**src/sv/hvg_pkg.sv**
```systemverilog
package hvg_pkg;

    // Register map, word index on the configuration port
    localparam logic [2:0] REG_DEPTH_FLOOR    = 3'd0;
    localparam logic [2:0] REG_SEA_LEVEL      = 3'd1;
    localparam logic [2:0] REG_HEIGHT_CEILING = 3'd2;
    localparam logic [2:0] REG_HEIGHT_GAIN    = 3'd3;
    localparam logic [2:0] REG_X_STEP         = 3'd4;
    localparam logic [2:0] REG_Y_STEP         = 3'd5;
    localparam logic [2:0] REG_REGION_WIDTH   = 3'd6;
    localparam logic [2:0] REG_REGION_HEIGHT  = 3'd7;

    localparam logic [7:0]  RST_DEPTH_FLOOR    = 8'd0;
    localparam logic [7:0]  RST_SEA_LEVEL      = 8'd128;
    localparam logic [7:0]  RST_HEIGHT_CEILING = 8'd255;
    localparam logic [31:0] RST_STEP           = 32'd65536;
    localparam logic [12:0] RST_DIM            = 13'd256;

    // Direction component select
    localparam logic [1:0] COMP_X = 2'd0;
    localparam logic [1:0] COMP_Y = 2'd1;
    localparam logic [1:0] COMP_Z = 2'd2;

    // Top bit of the Q1.15 magnitude search
    localparam logic [3:0] Q_MSB = 4'd14;

    typedef enum logic [3:0] {
        MUL_NONE, MUL_Z, MUL_X, MUL_Y, MUL_SQX, MUL_SQY, MUL_SQZ,
        MUL_RX, MUL_RY, MUL_C2, MUL_PLO, MUL_PHI
    } mul_op_t;

    typedef enum logic [3:0] {
        WB_NONE, WB_PZ, WB_PX, WB_PY, WB_S_INIT, WB_S_ADD, WB_XM, WB_YM,
        WB_TGT, WB_ACC, WB_CMP, WB_DIR
    } wb_op_t;

    typedef struct packed {
        logic       cap;
        mul_op_t    mul;
        wb_op_t     wb;
        logic       minmax;
        logic       init_q;
        logic [1:0] comp;
        logic [3:0] bit_k;
        logic       load_out;
    } hvg_cmd_t;

    typedef struct packed {
        logic [7:0]  depth_floor;
        logic [7:0]  sea_level;
        logic [7:0]  height_ceiling;
        logic [31:0] height_gain;
        logic [31:0] x_step;
        logic [31:0] y_step;
        logic [12:0] region_width;
        logic [12:0] region_height;
    } hvg_cfg_t;

    // Saturated magnitude of a signed Q16.16 value given as sign and magnitude
    function automatic logic [31:0] sat_mag(input logic neg, input logic [63:0] v);
        logic [31:0] r;
        if (neg)
            r = (v >= 64'h8000_0000) ? 32'h8000_0000 : v[31:0];
        else
            r = (v > 64'h7FFF_FFFF) ? 32'h7FFF_FFFF : v[31:0];
        return r;
    endfunction

endpackage

```
**src/sv/hvg_dp.sv**
```systemverilog
module hvg_dp
#(
    parameter int MAX_DIM = 4096
)
(
    input  logic               clk,
    input  logic               rst_n,
    input  hvg_pkg::hvg_cfg_t  cfg,
    input  hvg_pkg::hvg_cmd_t  cmd,
    input  logic [7:0]         pixel,
    output logic [31:0]        pos_x,
    output logic [31:0]        pos_y,
    output logic [31:0]        pos_z,
    output logic [15:0]        dir_x,
    output logic [15:0]        dir_y,
    output logic [15:0]        dir_z,
    output logic [31:0]        z_low,
    output logic [31:0]        z_high,
    output logic [30:0]        bound_radius,
    output logic               last
);

    localparam int CW = $clog2(MAX_DIM);
    localparam int DW = CW + 1;
    localparam int HW = CW + 2;

    // counters and running extremes
    logic [CW-1:0]      col_reg, row_reg;
    logic signed [31:0] min_reg, max_reg;

    // per-item working registers
    logic [7:0]  mz_reg;
    logic        nz_reg, nx_reg, ny_reg, last_reg;
    logic [HW-1:0] hx_reg, hy_reg;
    logic [DW-1:0] w_reg, h_reg;
    logic [63:0] mul_reg;
    logic [31:0] magx_reg, magy_reg, magz_reg;
    logic [63:0] s_reg;
    logic [30:0] xm_reg, ym_reg;
    logic [93:0] tgt_reg;
    logic [61:0] acc_reg;
    logic [14:0] q_reg;
    logic [29:0] qq_reg;
    logic [15:0] dx_reg, dy_reg, dz_reg;

    // output word
    logic [31:0] opx_reg, opy_reg, opz_reg, olow_reg, ohigh_reg;
    logic [15:0] odx_reg, ody_reg, odz_reg;
    logic [30:0] orad_reg;
    logic        olast_reg;

    logic [DW-1:0] w_eff, h_eff, w_lst, h_lst;
    logic          end_row, end_reg;
    logic [CW-1:0] col_e, row_e;
    logic signed [HW-1:0] hx_s, hy_s;
    logic [7:0]    pc;
    logic [8:0]    d9;
    logic [31:0]   mul_a, mul_b, magc;
    logic [29:0]   tt;
    logic [14:0]   bitm;
    logic [93:0]   full;
    logic signed [31:0] px_v, py_v, pz_v;
    logic [30:0]   rad_xy, rad;
    logic          negc;

    always_comb
    begin
        if (cfg.region_width == 13'd0)
            w_eff = DW'(1);
        else if (32'(cfg.region_width) > MAX_DIM)
            w_eff = DW'(MAX_DIM);
        else
            w_eff = DW'(cfg.region_width);
        if (cfg.region_height == 13'd0)
            h_eff = DW'(1);
        else if (32'(cfg.region_height) > MAX_DIM)
            h_eff = DW'(MAX_DIM);
        else
            h_eff = DW'(cfg.region_height);
        w_lst   = w_eff - DW'(1);
        h_lst   = h_eff - DW'(1);
        end_row = ({1'b0, col_reg} >= w_lst);
        end_reg = end_row && ({1'b0, row_reg} >= h_lst);
        col_e   = end_row ? w_lst[CW-1:0] : col_reg;
        row_e   = ({1'b0, row_reg} >= h_lst) ? h_lst[CW-1:0] : row_reg;
        hx_s    = $signed({1'b0, col_e, 1'b0}) - $signed({1'b0, w_eff});
        hy_s    = $signed({1'b0, row_e, 1'b0}) - $signed({1'b0, h_eff});

        // floor test first, then ceiling
        if (pixel < cfg.depth_floor)
            pc = cfg.depth_floor;
        else if (pixel > cfg.height_ceiling)
            pc = cfg.height_ceiling;
        else
            pc = pixel;
        d9 = {1'b0, pc} - {1'b0, cfg.sea_level};
    end

    assign px_v = nx_reg ? $signed(32'd0 - magx_reg) : $signed(magx_reg);
    assign py_v = ny_reg ? $signed(32'd0 - magy_reg) : $signed(magy_reg);
    assign pz_v = nz_reg ? $signed(32'd0 - magz_reg) : $signed(magz_reg);

    // trial square (q + 2^k)^2 built from the running q^2
    assign bitm = 15'd1 << cmd.bit_k;
    assign tt   = qq_reg + ({15'd0, q_reg} << (cmd.bit_k + 4'd1))
                + (30'd1 << {cmd.bit_k, 1'b0});
    assign full = {32'd0, acc_reg} + ({32'd0, mul_reg[61:0]} << 32);

    always_comb
    begin
        case (cmd.comp)
            hvg_pkg::COMP_X:
            begin
                magc = magx_reg;
                negc = nx_reg;
            end
            hvg_pkg::COMP_Y:
            begin
                magc = magy_reg;
                negc = ny_reg;
            end
            default:
            begin
                magc = magz_reg;
                negc = nz_reg;
            end
        endcase
    end

    // shared 32x32 multiplier operand select
    always_comb
    begin
        case (cmd.mul)
            hvg_pkg::MUL_Z:
            begin
                mul_a = {24'd0, mz_reg};
                mul_b = cfg.height_gain;
            end
            hvg_pkg::MUL_X:
            begin
                mul_a = 32'(hx_reg);
                mul_b = cfg.x_step;
            end
            hvg_pkg::MUL_Y:
            begin
                mul_a = 32'(hy_reg);
                mul_b = cfg.y_step;
            end
            hvg_pkg::MUL_SQX:
            begin
                mul_a = magx_reg;
                mul_b = magx_reg;
            end
            hvg_pkg::MUL_SQY:
            begin
                mul_a = magy_reg;
                mul_b = magy_reg;
            end
            hvg_pkg::MUL_SQZ:
            begin
                mul_a = magz_reg;
                mul_b = magz_reg;
            end
            hvg_pkg::MUL_RX:
            begin
                mul_a = 32'(w_reg);
                mul_b = cfg.x_step;
            end
            hvg_pkg::MUL_RY:
            begin
                mul_a = 32'(h_reg);
                mul_b = cfg.y_step;
            end
            hvg_pkg::MUL_C2:
            begin
                mul_a = magc;
                mul_b = magc;
            end
            hvg_pkg::MUL_PLO:
            begin
                mul_a = {2'b00, tt};
                mul_b = s_reg[31:0];
            end
            hvg_pkg::MUL_PHI:
            begin
                mul_a = {2'b00, tt};
                mul_b = s_reg[63:32];
            end
            default:
            begin
                mul_a = 32'd0;
                mul_b = 32'd0;
            end
        endcase
    end

    always_comb
    begin
        rad_xy = (xm_reg > ym_reg) ? xm_reg : ym_reg;
        rad    = (max_reg[30:0] > rad_xy) ? max_reg[30:0] : rad_xy;
    end

    // control state: counters and running extremes
    always_ff @(posedge clk or negedge rst_n)
    begin
        if (!rst_n)
        begin
            col_reg <= '0;
            row_reg <= '0;
            min_reg <= '0;
            max_reg <= '0;
        end
        else
        begin
            if (cmd.cap)
            begin
                if (end_reg)
                begin
                    col_reg <= '0;
                    row_reg <= '0;
                end
                else if (end_row)
                begin
                    col_reg <= '0;
                    row_reg <= row_e + CW'(1);
                end
                else
                    col_reg <= col_e + CW'(1);
            end
            if (cmd.minmax)
            begin
                if (pz_v < min_reg)
                    min_reg <= pz_v;
                if (pz_v > max_reg)
                    max_reg <= pz_v;
            end
            // drop the extremes once the region's last word is out
            if (cmd.load_out && last_reg)
            begin
                min_reg <= '0;
                max_reg <= '0;
            end
        end
    end

    // datapath payload
    always_ff @(posedge clk)
    begin
        mul_reg <= 64'(mul_a) * 64'(mul_b);

        if (cmd.cap)
        begin
            nz_reg   <= d9[8];
            mz_reg   <= d9[8] ? 8'(9'd0 - d9) : d9[7:0];
            nx_reg   <= hx_s[HW-1];
            ny_reg   <= hy_s[HW-1];
            hx_reg   <= hx_s[HW-1] ? HW'(-hx_s) : HW'(hx_s);
            hy_reg   <= hy_s[HW-1] ? HW'(-hy_s) : HW'(hy_s);
            w_reg    <= w_eff;
            h_reg    <= h_eff;
            last_reg <= end_reg;
        end

        if (cmd.init_q)
        begin
            q_reg  <= '0;
            qq_reg <= '0;
        end

        case (cmd.wb)
            hvg_pkg::WB_PZ:     magz_reg <= hvg_pkg::sat_mag(nz_reg, mul_reg);
            hvg_pkg::WB_PX:     magx_reg <= hvg_pkg::sat_mag(nx_reg, mul_reg >> 1);
            hvg_pkg::WB_PY:     magy_reg <= hvg_pkg::sat_mag(ny_reg, mul_reg >> 1);
            hvg_pkg::WB_S_INIT: s_reg    <= mul_reg;
            hvg_pkg::WB_S_ADD:  s_reg    <= s_reg + mul_reg;
            hvg_pkg::WB_XM:     xm_reg   <= 31'(hvg_pkg::sat_mag(1'b0, mul_reg >> 1));
            hvg_pkg::WB_YM:     ym_reg   <= 31'(hvg_pkg::sat_mag(1'b0, mul_reg >> 1));
            hvg_pkg::WB_TGT:    tgt_reg  <= 94'(mul_reg) << 30;
            hvg_pkg::WB_ACC:    acc_reg  <= mul_reg[61:0];
            hvg_pkg::WB_CMP:
            begin
                // keep the trial bit while (q^2) * s stays within c^2 * 2^30
                if (full <= tgt_reg)
                begin
                    q_reg  <= q_reg | bitm;
                    qq_reg <= tt;
                end
            end
            hvg_pkg::WB_DIR:
            begin
                case (cmd.comp)
                    hvg_pkg::COMP_X:
                        dx_reg <= (s_reg == 64'd0) ? 16'd0
                                : (negc ? 16'd0 - {1'b0, q_reg} : {1'b0, q_reg});
                    hvg_pkg::COMP_Y:
                        dy_reg <= (s_reg == 64'd0) ? 16'd0
                                : (negc ? 16'd0 - {1'b0, q_reg} : {1'b0, q_reg});
                    default:
                        dz_reg <= (s_reg == 64'd0) ? 16'd0
                                : (negc ? 16'd0 - {1'b0, q_reg} : {1'b0, q_reg});
                endcase
            end
            default:
            begin
            end
        endcase

        if (cmd.load_out)
        begin
            opx_reg   <= px_v;
            opy_reg   <= py_v;
            opz_reg   <= pz_v;
            odx_reg   <= dx_reg;
            ody_reg   <= dy_reg;
            odz_reg   <= dz_reg;
            olow_reg  <= min_reg;
            ohigh_reg <= max_reg;
            orad_reg  <= last_reg ? rad : 31'd0;
            olast_reg <= last_reg;
        end
    end

    assign pos_x        = opx_reg;
    assign pos_y        = opy_reg;
    assign pos_z        = opz_reg;
    assign dir_x        = odx_reg;
    assign dir_y        = ody_reg;
    assign dir_z        = odz_reg;
    assign z_low        = olow_reg;
    assign z_high       = ohigh_reg;
    assign bound_radius = orad_reg;
    assign last         = olast_reg;

endmodule

```
**config.mk**
```make
export PLATFORM = sky130hd
export DESIGN_NAME = hvg_dp
export DESIGN_NICKNAME = d
export VERILOG_FILES = /design/src/sv/hvg_pkg.sv /design/src/sv/hvg_dp.sv
export SDC_FILE = /design/constraint.sdc
export NUM_CORES = 2
export LEC_CHECK = 0
export BUFFER_PORTS_ARGS = -buffer_cell sky130_fd_sc_hd__buf_4
export CORE_UTILIZATION = 55
export CTS_CLUSTER_DIAMETER = 120
export DETAILED_ROUTE_END_ITERATION = 16
export PLACE_DENSITY = 0.74
export SYNTH_ARGS = -nofsm -noshare
export SYNTH_HDL_FRONTEND = slang
export SYNTH_SLANG_ARGS = --single-unit
```
**constraint.sdc**
```tcl
create_clock -name clk -period 11.9 [get_ports clk]
set_clock_uncertainty 0.15 [all_clocks]
set_input_delay 1.19 -clock clk [delete_from_list [all_inputs] [get_ports clk]]
set_output_delay 1.19 -clock clk [all_outputs]
set_load 0.02 [all_outputs]
```
==> summary.txt <==
Run status
  • Status: complete, no violations

Setup path
  • Flop2flop setup slack: 680 ps
  • Critical Path RT: 12370 ps
  • Startpoint types: input port
  • Reg2Reg Depth: 47
  • Crit. End Element: register
  • Worst r2r src: q_reg[2]
  • Crit path max fanout: 6
  • Cell mode on critical path: inv_1
  • CP peak stage delay: 590 ps
  • R2R Path End: mul_reg[62]
  • Setup Crit Path Kind: input port to register
  • Slowest-stage cell, CP: fa_2
  • CP Data Arrival Time: 12110 ps

Yosys
  • Net count after synthesis: 10616
  • Distinct cells, synth: 96
  • Register area share after synthesis: 29.8%
  • Mapped Area: 85100 um2
  • Post-synth EDFFs: 700
  • Synth warn: 0
  • FFs w/ async S/R, synth: 9.81%
  • Flop and latch count out of synthesis: 897
  • Syn Area/Cell: 9.62 um2
  • Top FF cell, synth: edfxtp_1
  • Syn Inst Count: 8850

STA
  • Worst-margin pin slew: 1410 ps
  • Fmax: 85.9 MHz
  • Final Slew Violations: 0
  • Max_slew headroom: 5.29%
  • Final setup margin: 256 ps
  • TNS Setup: 0 ps
  • Final hold vios: 0
  • Tcrit/Tclk final: 97.8%
  • Final min period: 11640 ps
  • # setup viols final: 0

Clock network
  • Root Buffer: clkbuf_16
  • Hold-fix buffers at CTS: 0
  • Clk pin slew, worst setup/hold paths: 60 ps
  • CTS Sinks: 897
  • Clk_lat worst skew: 770 ps
  • Clock Path Buffers: 3
  • CTS tree: yes
  • H-tree depth: 3
  • CTS buffer count: 97

Floorplan
  • Die Y-Extent: 395 um
  • Initial Utilization: 55.3%
  • Site Rows: 144
  • Die area: 156000 um2
  • Die width: 395 um
  • Core area: 154000 um2
  • I/O pin cnt: 414

Cells and area
  • Commonest non-fill, non-tap cell in the layout: inv_1
  • Post-layout net count: 11581
  • Final cell count without fillers: 11951
  • Share of post-route cells with drive strength above 1: 17.4%
  • Design area: 101000 um2
  • Most frequent cells in the layout: 1312 x inv_1, 1188 x buf_4, 1002 x nand2_1, 898 x fa_1, 751 x nor2_1
  • Layout area overhead: 18.6%

GRT
  • GRT Resource Usage Total: 42.0%
  • Vias in the first global route: 72705
  • Largest net degree at the start of global routing: 105
  • Initial antenna violation count: 29
  • GRT overflow: 0
  • First-pass GRT wire length: 478000 um

Placed design
  • Post-DP HPWL: 269000 um
  • Placed cells: 11731
  • Placer Congestion: 1.06
  • Pre-CTS setup slack: -1360 ps
  • Placed Area: 96400 um2
  • I/O Buffers: 413

Detailed routing
  • 1st-iter DRT viols: 7843
  • Remaining antenna violation count after routing: 0
  • Vias per cell: 6.09
  • Router iterations before antenna repair: 7
  • Remaining DRCs: 0
  • Total number of vias: 72839
  • Drt wl/cell: 27.6 um
  • WL final: 330000 um

Run
  • MaxCap Viol Count: 0

Power and ir drop
  • Maximum vdd drop: 0.421 mV
  • PwrDens: 228 nW/um2
  • Pleak: 47.3 nW
  • Post-layout power: 23.0 mW

Min path
  • Worst min-delay path class: input port to async pin
worst max path at each step:
stage	from	end	slack [ps]	cells past startpoint
after CTS	cmd[1]	mul_reg[63]	4	49
after global routing	cmd[2]	mul_reg[61]	-30	52
final	cmd[1]	mul_reg[62]	260	50
after detailed placement	cmd[1]	mul_reg[61]	-1360	48
after global placement	cmd[1]	mul_reg[38]	-1240	49
after floorplan	cmd[3]	mul_reg[61]	-4	49
synth_stat cells (24+ instances only):
cell      number  area [um2]
a211oi_1      35         263
a21o_1       253        1900
a21oi_1      355        1780
a222oi_1      37         370
a22o_1        28         245
a22oi_1       60         450
a31oi_1       38         238
and2_1        55         344
and3_1        48         300
clkbuf_1     375        1410
dfrtp_1       88        2200
dfxtp_1      109        2180
edfxtp_1     700       21000
fa_1         917       18400
ha_1         675        8450
inv_1       1317        4940
mux2i_1      165        1650
nand2_1     1005        3770
nand2b_1      57         357
nand3_1      109         546
nand4_1       99         619
nor2_1       784        2940
nor2b_1       73         457
nor3_1       148         741
nor4_1        54         338
o211ai_1      24         180
o21a_1        37         278
o21ai_0      381        1910
o21bai_1      37         278
o31ai_1       55         413
or2_2         31         194
or3_1         30         188
xnor2_1      264        2310
xor2_1       109         955
cells by family (layout without fill, tap and decap cells):
| group | count (synthesis) | count (layout) | synth area share, % |
|---|---|---|---|
| multiplexers | 184 | 184 | 2.20 |
| buffers and inverters | 1720 | 2768 | 7.60 |
| flip-flops | 897 | 897 | 29.8 |
| other | 0 | 9 | 0 |
| XOR/XNOR | 373 | 373 | 3.84 |
| AND/OR/NAND/NOR | 2568 | 2568 | 13.5 |
| adder cells (fa/ha/maj) | 1592 | 1592 | 31.5 |
| AO/OA/AOI/OAI | 1516 | 1516 | 11.6 |
layout make-up:
| type | instances | area [um2] |
|---|---|---|
| clock buffer | 112 | 2560 |
| fill | 12389 | 52900 |
| clock inverter | 70 | 810 |
| inverter | 1320 | 4960 |
| sequential | 897 | 25400 |
| multi-input combinational | 6233 | 54400 |
| antenna | 9 | 22.5 |
| tap | 2044 | 2560 |
| timing repair buffer | 1266 | 10300 |
power by group:
part           internal (mW)  switching [mW]
Sequential              4.01           0.519
Clock                   1.79            1.40
Combinational           6.47            8.81
Total                   12.3            10.7
metal layers:
| layer | part of all wire (%) | track usage (%) | wire [um] | vias up |
|---|---|---|---|---|
| met2 | 44 | 64.7 | 146000 | 4420 |
| met4 | 6.6 | 22.5 | 21700 | 28 |
| met1 | 37 | 53.8 | 121000 | 35903 |
| li1 | - | - | - | 31484 |
| met3 | 12 | 11.8 | 40900 | 1004 |
| met5 | 0.056 | 0 | 186 | - |
repair_timing:
action,4_1_cts,5_1_grt
pin swaps,6,87
buffers inserted,9,20
resized for setup,29,199
endpoints found under the setup margin,30,32
metrics by stage:
step           utilization, %  hold WS [ps]
2_1_floorplan               -           250
3_3_place_gp             62.7           250
3_5_place_dp             62.7           255
4_1_cts                  65.0           209
5_1_grt                  65.6           248
6_report                 65.6           227
worst max-delay path: cells and delay by family:
kind                       cells  cell delay [ps]
AOI/OAI and AO/OA             13             2400
xor gates and xnor gates       2              240
buffers and inverters         14             1350
adders and majority gates     12             5570
and+or+nand+nor                9             1290
No activity file was read; power rests on OpenSTA's default activity.
