File: config.mk
export PLATFORM = sky130hd
export DESIGN_NAME = hvg_ctrl
export DESIGN_NICKNAME = d
export VERILOG_FILES = /design/src/sv/hvg_pkg.sv /design/src/sv/hvg_ctrl.sv
export SDC_FILE = /design/constraint.sdc
export NUM_CORES = 1
export LEC_CHECK = 0
export BUFFER_PORTS_ARGS = -buffer_cell sky130_fd_sc_hd__buf_2
export CAP_MARGIN = 20
export CORE_MARGIN = 2
export CORE_UTILIZATION = 51
export CTS_CLUSTER_DIAMETER = 100
export DETAILED_ROUTE_END_ITERATION = 8
export GPL_TIMING_DRIVEN = 0
export PLACE_DENSITY = 0.82
export SYNTH_ARGS = -nofsm -noshare
export SYNTH_HDL_FRONTEND = slang
export SYNTH_SLANG_ARGS = --single-unit
File: constraint.sdc
create_clock -name clk -period 2.09 [get_ports clk]
set_input_delay 0 -clock clk [delete_from_list [all_inputs] [get_ports clk]]
set_output_delay 0 -clock clk [all_outputs]
set_load 0.02 [all_outputs]
File: src/sv/hvg_pkg.sv
package hvg_pkg;

    // Register map, word index on the configuration port
    localparam logic [2:0] REG_DEPTH_FLOOR    = 3'd0;
    localparam logic [2:0] REG_SEA_LEVEL      = 3'd1;
    localparam logic [2:0] REG_HEIGHT_CEILING = 3'd2;
    localparam logic [2:0] REG_HEIGHT_GAIN    = 3'd3;
    localparam logic [2:0] REG_X_STEP         = 3'd4;
    localparam logic [2:0] REG_Y_STEP         = 3'd5;
    localparam logic [2:0] REG_REGION_WIDTH   = 3'd6;
    localparam logic [2:0] REG_REGION_HEIGHT  = 3'd7;

    localparam logic [7:0]  RST_DEPTH_FLOOR    = 8'd0;
    localparam logic [7:0]  RST_SEA_LEVEL      = 8'd128;
    localparam logic [7:0]  RST_HEIGHT_CEILING = 8'd255;
    localparam logic [31:0] RST_STEP           = 32'd65536;
    localparam logic [12:0] RST_DIM            = 13'd256;

    // Direction component select
    localparam logic [1:0] COMP_X = 2'd0;
    localparam logic [1:0] COMP_Y = 2'd1;
    localparam logic [1:0] COMP_Z = 2'd2;

    // Top bit of the Q1.15 magnitude search
    localparam logic [3:0] Q_MSB = 4'd14;

    typedef enum logic [3:0] {
        MUL_NONE, MUL_Z, MUL_X, MUL_Y, MUL_SQX, MUL_SQY, MUL_SQZ,
        MUL_RX, MUL_RY, MUL_C2, MUL_PLO, MUL_PHI
    } mul_op_t;

    typedef enum logic [3:0] {
        WB_NONE, WB_PZ, WB_PX, WB_PY, WB_S_INIT, WB_S_ADD, WB_XM, WB_YM,
        WB_TGT, WB_ACC, WB_CMP, WB_DIR
    } wb_op_t;

    typedef struct packed {
        logic       cap;
        mul_op_t    mul;
        wb_op_t     wb;
        logic       minmax;
        logic       init_q;
        logic [1:0] comp;
        logic [3:0] bit_k;
        logic       load_out;
    } hvg_cmd_t;

    typedef struct packed {
        logic [7:0]  depth_floor;
        logic [7:0]  sea_level;
        logic [7:0]  height_ceiling;
        logic [31:0] height_gain;
        logic [31:0] x_step;
        logic [31:0] y_step;
        logic [12:0] region_width;
        logic [12:0] region_height;
    } hvg_cfg_t;

    // Saturated magnitude of a signed Q16.16 value given as sign and magnitude
    function automatic logic [31:0] sat_mag(input logic neg, input logic [63:0] v);
        logic [31:0] r;
        if (neg)
            r = (v >= 64'h8000_0000) ? 32'h8000_0000 : v[31:0];
        else
            r = (v > 64'h7FFF_FFFF) ? 32'h7FFF_FFFF : v[31:0];
        return r;
    endfunction

endpackage

File: src/sv/hvg_ctrl.sv
module hvg_ctrl
(
    input  logic              clk,
    input  logic              rst_n,
    input  logic              in_valid,
    output logic              in_ready,
    output logic              out_valid,
    input  logic              out_ready,
    output hvg_pkg::hvg_cmd_t cmd
);

    typedef enum logic [4:0] {
        S_IDLE, S_MZ, S_MX, S_MY, S_SQX, S_SQY, S_SQZ, S_RX, S_RY, S_RE,
        S_C2, S_TGT, S_PLO, S_PHI, S_CMP, S_CEND, S_OUT
    } state_t;

    state_t     state_reg, state_next;
    logic [1:0] comp_reg, comp_next;
    logic [3:0] bit_reg, bit_next;
    logic       out_valid_reg, out_valid_next;
    logic       load;

    assign in_ready  = (state_reg == S_IDLE);
    assign out_valid = out_valid_reg;
    assign load      = (state_reg == S_OUT) && (!out_valid_reg || out_ready);

    always_comb
    begin
        state_next     = state_reg;
        comp_next      = comp_reg;
        bit_next       = bit_reg;
        out_valid_next = out_valid_reg;
        cmd            = '0;
        cmd.mul        = hvg_pkg::MUL_NONE;
        cmd.wb         = hvg_pkg::WB_NONE;
        cmd.comp       = comp_reg;
        cmd.bit_k      = bit_reg;

        if (out_valid_reg && out_ready)
            out_valid_next = 1'b0;

        case (state_reg)
            S_IDLE:
            begin
                if (in_valid)
                begin
                    cmd.cap    = 1'b1;
                    state_next = S_MZ;
                end
            end
            S_MZ:
            begin
                cmd.mul    = hvg_pkg::MUL_Z;
                state_next = S_MX;
            end
            S_MX:
            begin
                cmd.mul    = hvg_pkg::MUL_X;
                cmd.wb     = hvg_pkg::WB_PZ;
                state_next = S_MY;
            end
            S_MY:
            begin
                cmd.mul    = hvg_pkg::MUL_Y;
                cmd.wb     = hvg_pkg::WB_PX;
                state_next = S_SQX;
            end
            S_SQX:
            begin
                cmd.mul    = hvg_pkg::MUL_SQX;
                cmd.wb     = hvg_pkg::WB_PY;
                cmd.minmax = 1'b1;
                state_next = S_SQY;
            end
            S_SQY:
            begin
                cmd.mul    = hvg_pkg::MUL_SQY;
                cmd.wb     = hvg_pkg::WB_S_INIT;
                state_next = S_SQZ;
            end
            S_SQZ:
            begin
                cmd.mul    = hvg_pkg::MUL_SQZ;
                cmd.wb     = hvg_pkg::WB_S_ADD;
                state_next = S_RX;
            end
            S_RX:
            begin
                cmd.mul    = hvg_pkg::MUL_RX;
                cmd.wb     = hvg_pkg::WB_S_ADD;
                state_next = S_RY;
            end
            S_RY:
            begin
                cmd.mul    = hvg_pkg::MUL_RY;
                cmd.wb     = hvg_pkg::WB_XM;
                state_next = S_RE;
            end
            S_RE:
            begin
                cmd.wb     = hvg_pkg::WB_YM;
                comp_next  = hvg_pkg::COMP_X;
                state_next = S_C2;
            end
            S_C2:
            begin
                cmd.mul    = hvg_pkg::MUL_C2;
                cmd.init_q = 1'b1;
                bit_next   = hvg_pkg::Q_MSB;
                state_next = S_TGT;
            end
            S_TGT:
            begin
                cmd.wb     = hvg_pkg::WB_TGT;
                state_next = S_PLO;
            end
            S_PLO:
            begin
                cmd.mul    = hvg_pkg::MUL_PLO;
                state_next = S_PHI;
            end
            S_PHI:
            begin
                cmd.mul    = hvg_pkg::MUL_PHI;
                cmd.wb     = hvg_pkg::WB_ACC;
                state_next = S_CMP;
            end
            S_CMP:
            begin
                cmd.wb = hvg_pkg::WB_CMP;
                if (bit_reg == 4'd0)
                    state_next = S_CEND;
                else
                begin
                    bit_next   = bit_reg - 4'd1;
                    state_next = S_PLO;
                end
            end
            S_CEND:
            begin
                cmd.wb = hvg_pkg::WB_DIR;
                if (comp_reg == hvg_pkg::COMP_Z)
                    state_next = S_OUT;
                else
                begin
                    comp_next  = comp_reg + 2'd1;
                    state_next = S_C2;
                end
            end
            S_OUT:
            begin
                if (load)
                begin
                    cmd.load_out   = 1'b1;
                    out_valid_next = 1'b1;
                    state_next     = S_IDLE;
                end
            end
            default:
            begin
                state_next = S_IDLE;
            end
        endcase
    end

    always_ff @(posedge clk or negedge rst_n)
    begin
        if (!rst_n)
        begin
            state_reg     <= S_IDLE;
            comp_reg      <= 2'd0;
            bit_reg       <= 4'd0;
            out_valid_reg <= 1'b0;
        end
        else
        begin
            state_reg     <= state_next;
            comp_reg      <= comp_next;
            bit_reg       <= bit_next;
            out_valid_reg <= out_valid_next;
        end
    end

endmodule

==> results.toml, run 1 <==
[run_status]
outcome = "finished clean"

[placed_design]
post-place-ws_ns = 0.432
dp_hpwl_mm = 1.52
dpl_cell_area_sq_um = 1020
globalplace.congestion = 0.866
io_buffers = 23

[clocking]
clk_pin_slew_worst_paths_ns = 0.08
insertion_delay_ns = 0.28
cts_resized = 0
cts_post_setup_buffers_inserted = 0
clock_path_buffers = 2
numClockSinks = 12
cts_buffers = 3
cts_tree = "yes"
cts_max_level = 1
hold_buffers = 1
cts-root-buf = "clkbuf_4"

[worst_setup_path]
critPathMaxFanout = 7
worstSetupPathType = "flip-flop to output port"
endpoint_kind = "output port"
cp-start-kind = "flip-flop"
crit_slowest_cell = "dfrtp_1"
cp_data_arrival_time_ns = 1.74
cp_top_family = "flip-flops"
cpPeakStageDelay_ns = 0.46
crit_buf_inv = 1
path_cells = "or2_1 > mux2_2 > a211oi_1 > buf_2"
required_ns = 2.09

[route]
ant_nets = 0
route.detailed.drc = 0
vias = 923
drt-total-wl_mm = 2.13
routed_via_density = 6.07
dr.pass1.iters = 4
drtIter0Drc = 35
avgRoutedWirePerCell_um = 14.0

[cells_and_area]
layout_common_cells = "buf_2 (28), dfrtp_1 (12), nand2_1 (9), a21oi_1 (8), o21ai_0 (7)"
fin_nets = 143
antenna_cells = 0
final_common_cell = "buf_2"
final_area_sq_um = 1070
largest_reg_flops = 5
area_growth_pct = 20.6
layout-drive-gt1-share = 0.267

[logic_synthesis]
ys.flop_type = "dfrtp_1"
yosysTopAreaCell = "dfrtp_1"
synth_top_area_frac = 0.338
synthArstFlopShare = 1.00
ys_warn_count = 0
ys_ff_latch = 12
synthesis.area_sq_um = 888
syn_avg_cell_area_sq_um = 8.30
synthDistinctLibCells = 33
yosys-top-cells-area = "dfrtp_1 (34%), a21oi_1 (4.5%), ha_1 (4.2%), o21ai_0 (3.9%), nand2_1 (3.8%)"
ys_seq_area_frac = 0.338
synth_edf_count = 0
netlist_instances = 107
synthesis.nets = 114

[die]
dieArea_sq_um = 2090
die_w_um = 45.7
num_io_pins = 24
initial_utilization = 0.526
die_y_um = 45.7
rows = 15
coreArea_sq_um = 1690

[pwr]
leakagePower_uw = 0.000542
power_density_nw_per_um2 = 1770
peakVddDrop_uv = 762

[grt]
grt_usage = 0.220
first_global_vias = 746
grt_max_degree = 13
grt_pass1_wl_mm = 3.24
gr-total-overflow = 0
antenna_found_initial = 0

[timing]
fin_skew_ns = 0.00132
finalCriticalPeriod_ns = 1.74
setup_slack_ns = 0.348
tightest_slew_ns = 0.449
post-route-period-util = 0.834
rsz0062_at_grt = "no"
hold-worst-slack_ns = 0.0119
slew_viol_final = 0
setup_tns_ns = 0
relSlewSlack = 0.699
hold_viol_final = 0
max_freq_ghz = 0.574
setup_viol = 0

[run]
max_cap_viol_count = 0

[hold_path]
worstHoldPathType = "primary input to flip-flop"
## worst min-delay path: cells and delay by family
family	cells	cell delay, ns
buffers and inverters	1	0.07
and+or+nand+nor	2	0.18
## routing by layer
layer / track usage / wire (um) / vias up
met5: 0 / 0 / -
met4: 0.109 / 46 / 0
met3: 0.0357 / 127 / 5
met2: 0.332 / 997 / 37
met1: 0.305 / 958 / 437
li1: - / - / 444
## final timing paths
check,startpoint,end,slack (ns),cells after the start
setup reg to reg,bit_reg[0],bit_reg[1],0.41,5
hold / removal,out_ready,out_valid,0.01,3
max in group asynchronous,rst_n,bit_reg[3],1.75,2
hold reg to reg,out_valid,out_valid,0.52,2
setup / recovery,state_reg[0],cmd[10],0.35,4
min in group asynchronous,rst_n,comp_reg[0],0.13,2
## metrics by stage
stage	instances	total power (uW)	util
floorplan	107	1350	-
global placement	147	1650	0.607
detailed placement	147	1700	0.607
CTS	152	1900	0.634
global route	152	2050	0.634
finish	152	1900	0.634
## synthesized netlist by cell type (3+ instances only)
cell      instances
dfrtp_1          12
nand2_1           9
a21oi_1           8
o21ai_0           7
inv_1             6
buf_2             5
nor2b_1           5
nor4_1            5
nand4_1           4
nor3_1            4
and3b_1           3
clkbuf_1          3
ha_1              3
mux2i_1           3
nor2_1            3
nor3b_1           3
o211ai_1          3
## kinds of logic after synthesis
| group | count (synthesis) | synth area share |
|---|---|---|
| xor gates and xnor gates | 1 | 0.00986 |
| AOI/OAI and AO/OA | 26 | 0.182 |
| and+or+nand+nor | 47 | 0.315 |
| DFF | 12 | 0.338 |
| buffers and inverters | 14 | 0.0662 |
| adders and majority gates | 3 | 0.0423 |
| muxes | 4 | 0.0465 |
## area by class of cell
type / count / area, sq um
fill: 151 / 618
multi-input combinational: 81 / 529
sequential: 12 / 300
timing repair buffer: 24 / 125
clock buffer: 4 / 36.3
buffer: 8 / 36.3
inverter: 6 / 22.5
tap: 17 / 21.3
## power breakdown
part	internal, uW	total (uW)	switching, uW
Clock	106	187	80.9
Sequential	325	444	118
Combinational	476	1270	794
Note: power is estimated with default switching activity, not from simulation.
==> run 2: changes to the inputs <==
- ABC_AREA: not set -> 1
- clock period: 2.09 -> 1.8 ns (I/O delays scaled with it)
==> results.toml, run 2 <==
[run_status]
outcome = "finished clean"

[logic_synthesis]
ys.flop_type = "dfrtp_1"
netlist_instances = 128
synthDistinctLibCells = 21
synth_edf_count = 0
ys_top_cells_by_count = "nand2_1 (26), inv_1 (17), nor2_1 (17)"
synth_top_area_frac = 0.336
synthesis.area_sq_um = 893
syn_avg_cell_area_sq_um = 6.98
ys_warn_count = 0
synthesis.nets = 135
synth_most_common_cell = "nand2_1"
yosysTopAreaCell = "dfrtp_1"
ys_seq_area_frac = 0.336
ys_ff_latch = 12
synthArstFlopShare = 1.00
yosys-top-cells-area = "dfrtp_1 (34%), nand2_1 (11%), nand3_1 (9.0%), inv_1 (7.1%), nor2_1 (7.1%)"

[route]
vias = 950
avgRoutedWirePerCell_um = 12.1
routed_via_density = 5.46
dr.pass1.iters = 4
ant_nets = 0
route.detailed.drc = 0
drt-total-wl_mm = 2.10
drtIter0Drc = 38

[clocking]
clock_path_buffers = 2
cts_max_level = 1
clk_pin_slew_worst_paths_ns = 0.07
cts_post_setup_buffers_inserted = 0
cts-root-buf = "clkbuf_4"
numClockSinks = 12
insertion_delay_ns = 0.29
cts_buffers = 3
cts_tree = "yes"

[pwr]
p_switching_uw = 1140
swShare = 0.551
power_frac_seq = 0.243
power_density_nw_per_um2 = 1910
pwr-share-comb = 0.651
power_frac_clock = 0.106
leakagePower_uw = 0.000594
internal-power_uw = 932
peakVddDrop_uv = 1090

[placed_design]
globalplace.congestion = 0.879
dpl_cell_area_sq_um = 1030
io_buffers = 23
dp_hpwl_mm = 1.62

[timing]
fin_skew_ns = 0.00703
rsz0062_at_grt = "no"
post-route-period-util = 0.911
setup_tns_ns = 0
max_freq_ghz = 0.610
setup_viol = 0
slew_viol_final = 0
relSlewSlack = 0.748
hold_viol_final = 0
finalCriticalPeriod_ns = 1.64
tightest_slew_ns = 0.378

[cells_and_area]
fin_nets = 165
final_area_sq_um = 1090
final_common_cell = "nand2_1"
layout-drive-gt1-share = 0.299
fill_cells = 156
antenna_cells = 0
ff_latch_area_sq_um = 300
multi_input_area_sq_um = 517
layout_common_cells = "nand2_1 (26), buf_2 (23), nor2_1 (17), inv_1 (16), nand3_1 (16)"
largest_reg_flops = 5
area_growth_pct = 21.6

[grt]
grt_pass1_wl_mm = 3.13
grt_max_degree = 13
grt_usage = 0.214
antenna_found_initial = 0
first_global_vias = 752
gr-total-overflow = 0

[die]
num_io_pins = 24
die_w_um = 45.9
initial_utilization = 0.529
dieArea_sq_um = 2100
die_y_um = 45.9
coreArea_sq_um = 1690
rows = 15

[worst_setup_path]
endpoint_kind = "output port"
worstSetupPathType = "flip-flop to output port"
critPathMaxFanout = 5
cp_data_arrival_time_ns = 1.64
cp-start-kind = "flip-flop"
required_ns = 1.80

[run]
max_cap_viol_count = 0

[hold_path]
worstHoldPathType = "primary input to flip-flop"
[run 2: cell types whose count changed in the layout (fill, tap and decap cells not counted), sizes merged, moves of 5 or more]
cell / delta
a21oi: -6
nor2b: -5
inv: +12
nor4: -5
nand2: +23
nand3: +16
nor2: +22
buf: -5
[run 2: timing repair]
action                                  4_1_cts  5_1_grt
hold buffers                                  2        0
endpoints found under the setup margin        0        1
endpoints found under the hold margin        13        0
resized for setup                             0        1
[run 2: area by class of cell]
type                            instances  share of cell area
Tap cell                               17              0.0196
Multi-Input combinational cell         97               0.476
Sequential cell                        12               0.276
Timing Repair Buffer                   25               0.124
Inverter                               19              0.0703
Clock buffer                            4              0.0334
[run 2: cell families after synthesis]
group | count (synthesis) | synth area share
flops | 12 | 0.336
compound gates | 15 | 0.0966
simple gates | 78 | 0.430
xor+xnor | 1 | 0.00981
buf+inv | 19 | 0.0854
fa+ha+maj | 3 | 0.0420
[run 2: per-layer routing]
layer	vias to the layer above	share of wire	GRT usage
met5	-	0	0
li1	473	-	-
met4	0	0.019	0.114
met2	40	0.46	0.336
met3	5	0.090	0.0516
met1	432	0.43	0.268
[run 2: path summary, 6_finish.rpt]
kind	start	endpoint	slack [ns]	cells past startpoint
min in group asynchronous	rst_n	out_valid	0.12	2
setup / recovery	state_reg[2]	cmd[13]	0.16	8
setup reg to reg	state_reg[4]	bit_reg[3]	0.50	6
hold / removal	in_valid	state_reg[0]	0.08	5
hold reg to reg	comp_reg[0]	comp_reg[0]	0.51	1
max in group asynchronous	rst_n	comp_reg[0]	1.46	2
[run 2: critical path, cell delays in order (launching register included)]
cell     delay (ns)
dfrtp_1        0.46
inv_1          0.11
nand2_1        0.10
inv_1          0.10
nand2_2        0.14
inv_1          0.08
nor2_1         0.13
o21ai_0        0.09
buf_2          0.16
[run 2: through the flow]
stage,hold WS [ns],total power (uW),setup WS [ns],util,instances
after global routing,0.0867,2250,0.0183,0.643,174
after floorplan,-0.296,1480,0.460,-,128
final,0.0833,2070,0.161,0.643,174
after detailed placement,-0.107,1840,0.483,0.610,168
after global placement,-0.107,1810,0.496,0.610,168
after CTS,0.0772,2070,0.147,0.643,174
[run 2: power by group through the flow]
stage | combinational [uW] | sequential (uW) | clock (uW)
after floorplan | 926 | 550 | 0
after global placement | 1310 | 500 | 0
after detailed placement | 1340 | 505 | 0
after CTS | 1350 | 500 | 225
after global routing | 1490 | 521 | 243
final | 1350 | 504 | 220
==> run 3: changes to the inputs <==
- CORE_MARGIN: 2 -> 1.5
- SETUP_SLACK_MARGIN: not set -> 0.5
==> results.toml, run 3 <==
[timing]
grt-worst-endpoint = "cmd[9]"
timing.worst_endpoint.kind = "output port"

[run_status]
outcome = "did not finish"
stop_stage = "global routing"
stop_error = "[ERROR DPL-0038] Utilization greater than 100%, impossible to legalize"

[clocking]
cts_buffers = 3
cts-root-buf = "clkbuf_4"
cts_max_level = 1
numClockSinks = 12
clock_path_buffers = 2

[logic_synthesis]
synthArstFlopShare = 1.00
synthesis.nets = 135
synthDistinctLibCells = 21
netlist_instances = 128
yosys-top-cells-area = "dfrtp_1 (34%), nand2_1 (11%), nand3_1 (9.0%), inv_1 (7.1%), nor2_1 (7.1%)"
synthesis.area_sq_um = 893
ys_top_cells_by_count = "nand2_1 (26), inv_1 (17), nor2_1 (17)"
ys.flop_type = "dfrtp_1"
synth_top_area_frac = 0.336
ys_ff_latch = 12
ys_warn_count = 0
synth_most_common_cell = "nand2_1"
ys_seq_area_frac = 0.336
syn_avg_cell_area_sq_um = 6.98
synth_edf_count = 0
yosysTopAreaCell = "dfrtp_1"

[die]
initial_utilization = 0.567
num_io_pins = 24
die_w_um = 44.9
rows = 14
die_y_um = 44.9

[grt]
grt_max_degree = 13

[placed_design]
globalplace.congestion = 0.872
io_buffers = 23
dp_hpwl_mm = 1.68
post-place-ws_ns = 0.499
-- run 3: repair_timing --
item | 4_1_cts
buffers inserted | 25
endpoints found under the setup margin | 13
hold buffers | 2
pin swaps | 13
hold endpoints to repair | 13
resized for setup | 45
-- run 3: cell families after synthesis --
family,share of synthesized area
and+or+nand+nor,0.430
AOI/OAI and AO/OA,0.0966
xor gates and xnor gates,0.00981
adders and majority gates,0.0420
buffers and inverters,0.0854
DFF,0.336
-- run 3: per-stage QoR --
stage,cells,cell area (sq um),util
after global placement,167,1030,0.654
after detailed placement,167,1030,0.654
after floorplan,128,896,-
after CTS,198,1400,0.886
==> run 4: changes to the inputs <==
- CORE_AREA: not set -> 2 2 63 65
- CORE_MARGIN: 1.5 -> not set
- CORE_UTILIZATION: 51 -> not set
- CTS_CLUSTER_DIAMETER: 100 -> not set
- DIE_AREA: not set -> 0 0 65 67
- PLACE_DENSITY: 0.82 -> not set
- PLACE_DENSITY_LB_ADDON: not set -> 0.15
- SETUP_SLACK_MARGIN: 0.5 -> not set
==> results.toml, run 4 (synthesized netlist as in run 2, its figures left out) <==
[route]
avgRoutedWirePerCell_um = 11.3
route.detailed.drc = 0
drt-total-wl_mm = 2.33
ant_nets = 0
vias = 915
dr.pass1.iters = 4
drtIter0Drc = 33
routed_via_density = 4.46

[placed_design]
globalplace.congestion = 0.856
dp_cells = 199
post-place-ws_ns = 0.443
dp_hpwl_mm = 1.84
io_buffers = 23

[timing]
setup_viol = 0
post-route-period-util = 0.888
rsz0062_at_grt = "no"
max_freq_ghz = 0.626
setup_slack_ns = 0.201
slew_viol_final = 0
relSlewSlack = 0.753
fin_skew_ns = 0.00321
tightest_slew_ns = 0.371
finalCriticalPeriod_ns = 1.60
hold_viol_final = 0
setup_tns_ns = 0

[run_status]
outcome = "finished clean"

[grt]
grt_usage = 0.118
grt_pass1_wl_mm = 3.88
grt_max_degree = 13
antenna_found_initial = 0
gr-total-overflow = 0
first_global_vias = 821

[clocking]
cts_max_level = 1
clock_path_buffers = 2
hold_buffers = 2
cts_tree = "yes"
insertion_delay_ns = 0.24
clk_pin_slew_worst_paths_ns = 0.06
cts_resized = 0
cts_post_setup_buffers_inserted = 0
cts-root-buf = "clkbuf_8"
numClockSinks = 12
cts_buffers = 3

[pwr]
power_density_nw_per_um2 = 1880
leakagePower_uw = 0.000602
peakVddDrop_uv = 355

[hold_path]
worstHoldPathType = "primary input to flip-flop"
hp-start = "in_valid"
min_path_cells = 5
holdPathEnd = "state_reg[0]"

[worst_setup_path]
crit_start = "state_reg[0]"
critPathMaxFanout = 5
r2r_end = "bit_reg[3]"
worstSetupPathType = "flip-flop to output port"
worstRegToRegCells = 6
endpoint_kind = "output port"
cp_data_arrival_time_ns = 1.60
worstReg2RegStart = "state_reg[4]"
required_ns = 1.80
cp-start-kind = "flip-flop"
ff2ff_setup_slack_ns = 0.49

[cells_and_area]
antenna_cells = 0
layout.cells.non_filler = 205
largest_reg_flops = 5
layout_common_cells = "nand2_1 (26), buf_2 (23), inv_1 (17), nor2_1 (17), nand3_1 (16)"
fin_nets = 165
fill_cells = 407
area_growth_pct = 28.0
final_common_cell = "nand2_1"
layout-drive-gt1-share = 0.293

[die]
rows = 22
initial_utilization = 0.248
dieArea_sq_um = 4360
num_io_pins = 24
coreArea_sq_um = 3610
die_y_um = 67
die_w_um = 65

[run]
max_cap_viol_count = 0
-- run 4: worst max path at each step --
stage          cells past startpoint  endpoint
3_5_place_dp                       8   cmd[13]
3_3_place_gp                       8   cmd[13]
2_1_floorplan                      5   cmd[10]
6_report                           8   cmd[13]
5_1_grt                            8   cmd[13]
4_1_cts                            8   cmd[13]
-- run 4: where the power goes --
group          internal, uW  total (uW)  switching [uW]
clock                   193         296             103
combinational           434        1350             917
sequential              374         500             126
total                  1000        2150            1150
-- run 4: cell type report --
class                      instances  area, sq um  area share
multi-input combinational         97          517       0.452
sequential                        12          300       0.263
timing repair buffer              25          135       0.118
inverter                          19         76.3      0.0667
tap                               48         60.1      0.0525
clock buffer                       4         55.1      0.0481
-- run 4: through the flow --
step	instance area (sq um)	util	hold WS [ns]	power (uW)
floorplan	893	-	-0.296	1480
global placement	1070	0.296	-0.0853	1860
detailed placement	1070	0.296	-0.0817	1860
CTS	1140	0.317	0.118	2180
global route	1140	0.317	0.181	2360
finish	1140	0.317	0.130	2150
-- run 4: critical path, cell delays in order (launching register included) --
cell	delay, ns
dfrtp_1	0.42
inv_1	0.17
nand2_1	0.09
nor2_2	0.16
nand2_2	0.12
inv_1	0.09
nor2_1	0.04
o21ai_0	0.07
buf_2	0.19
-- run 4: layer usage --
layer  up-vias  track usage  routed length (um)
met1       412        0.159                1100
li1        469            -                   -
met5         -            0                   0
met3         2       0.0270                 166
met2        32        0.186                1030
met4         0       0.0399                  27
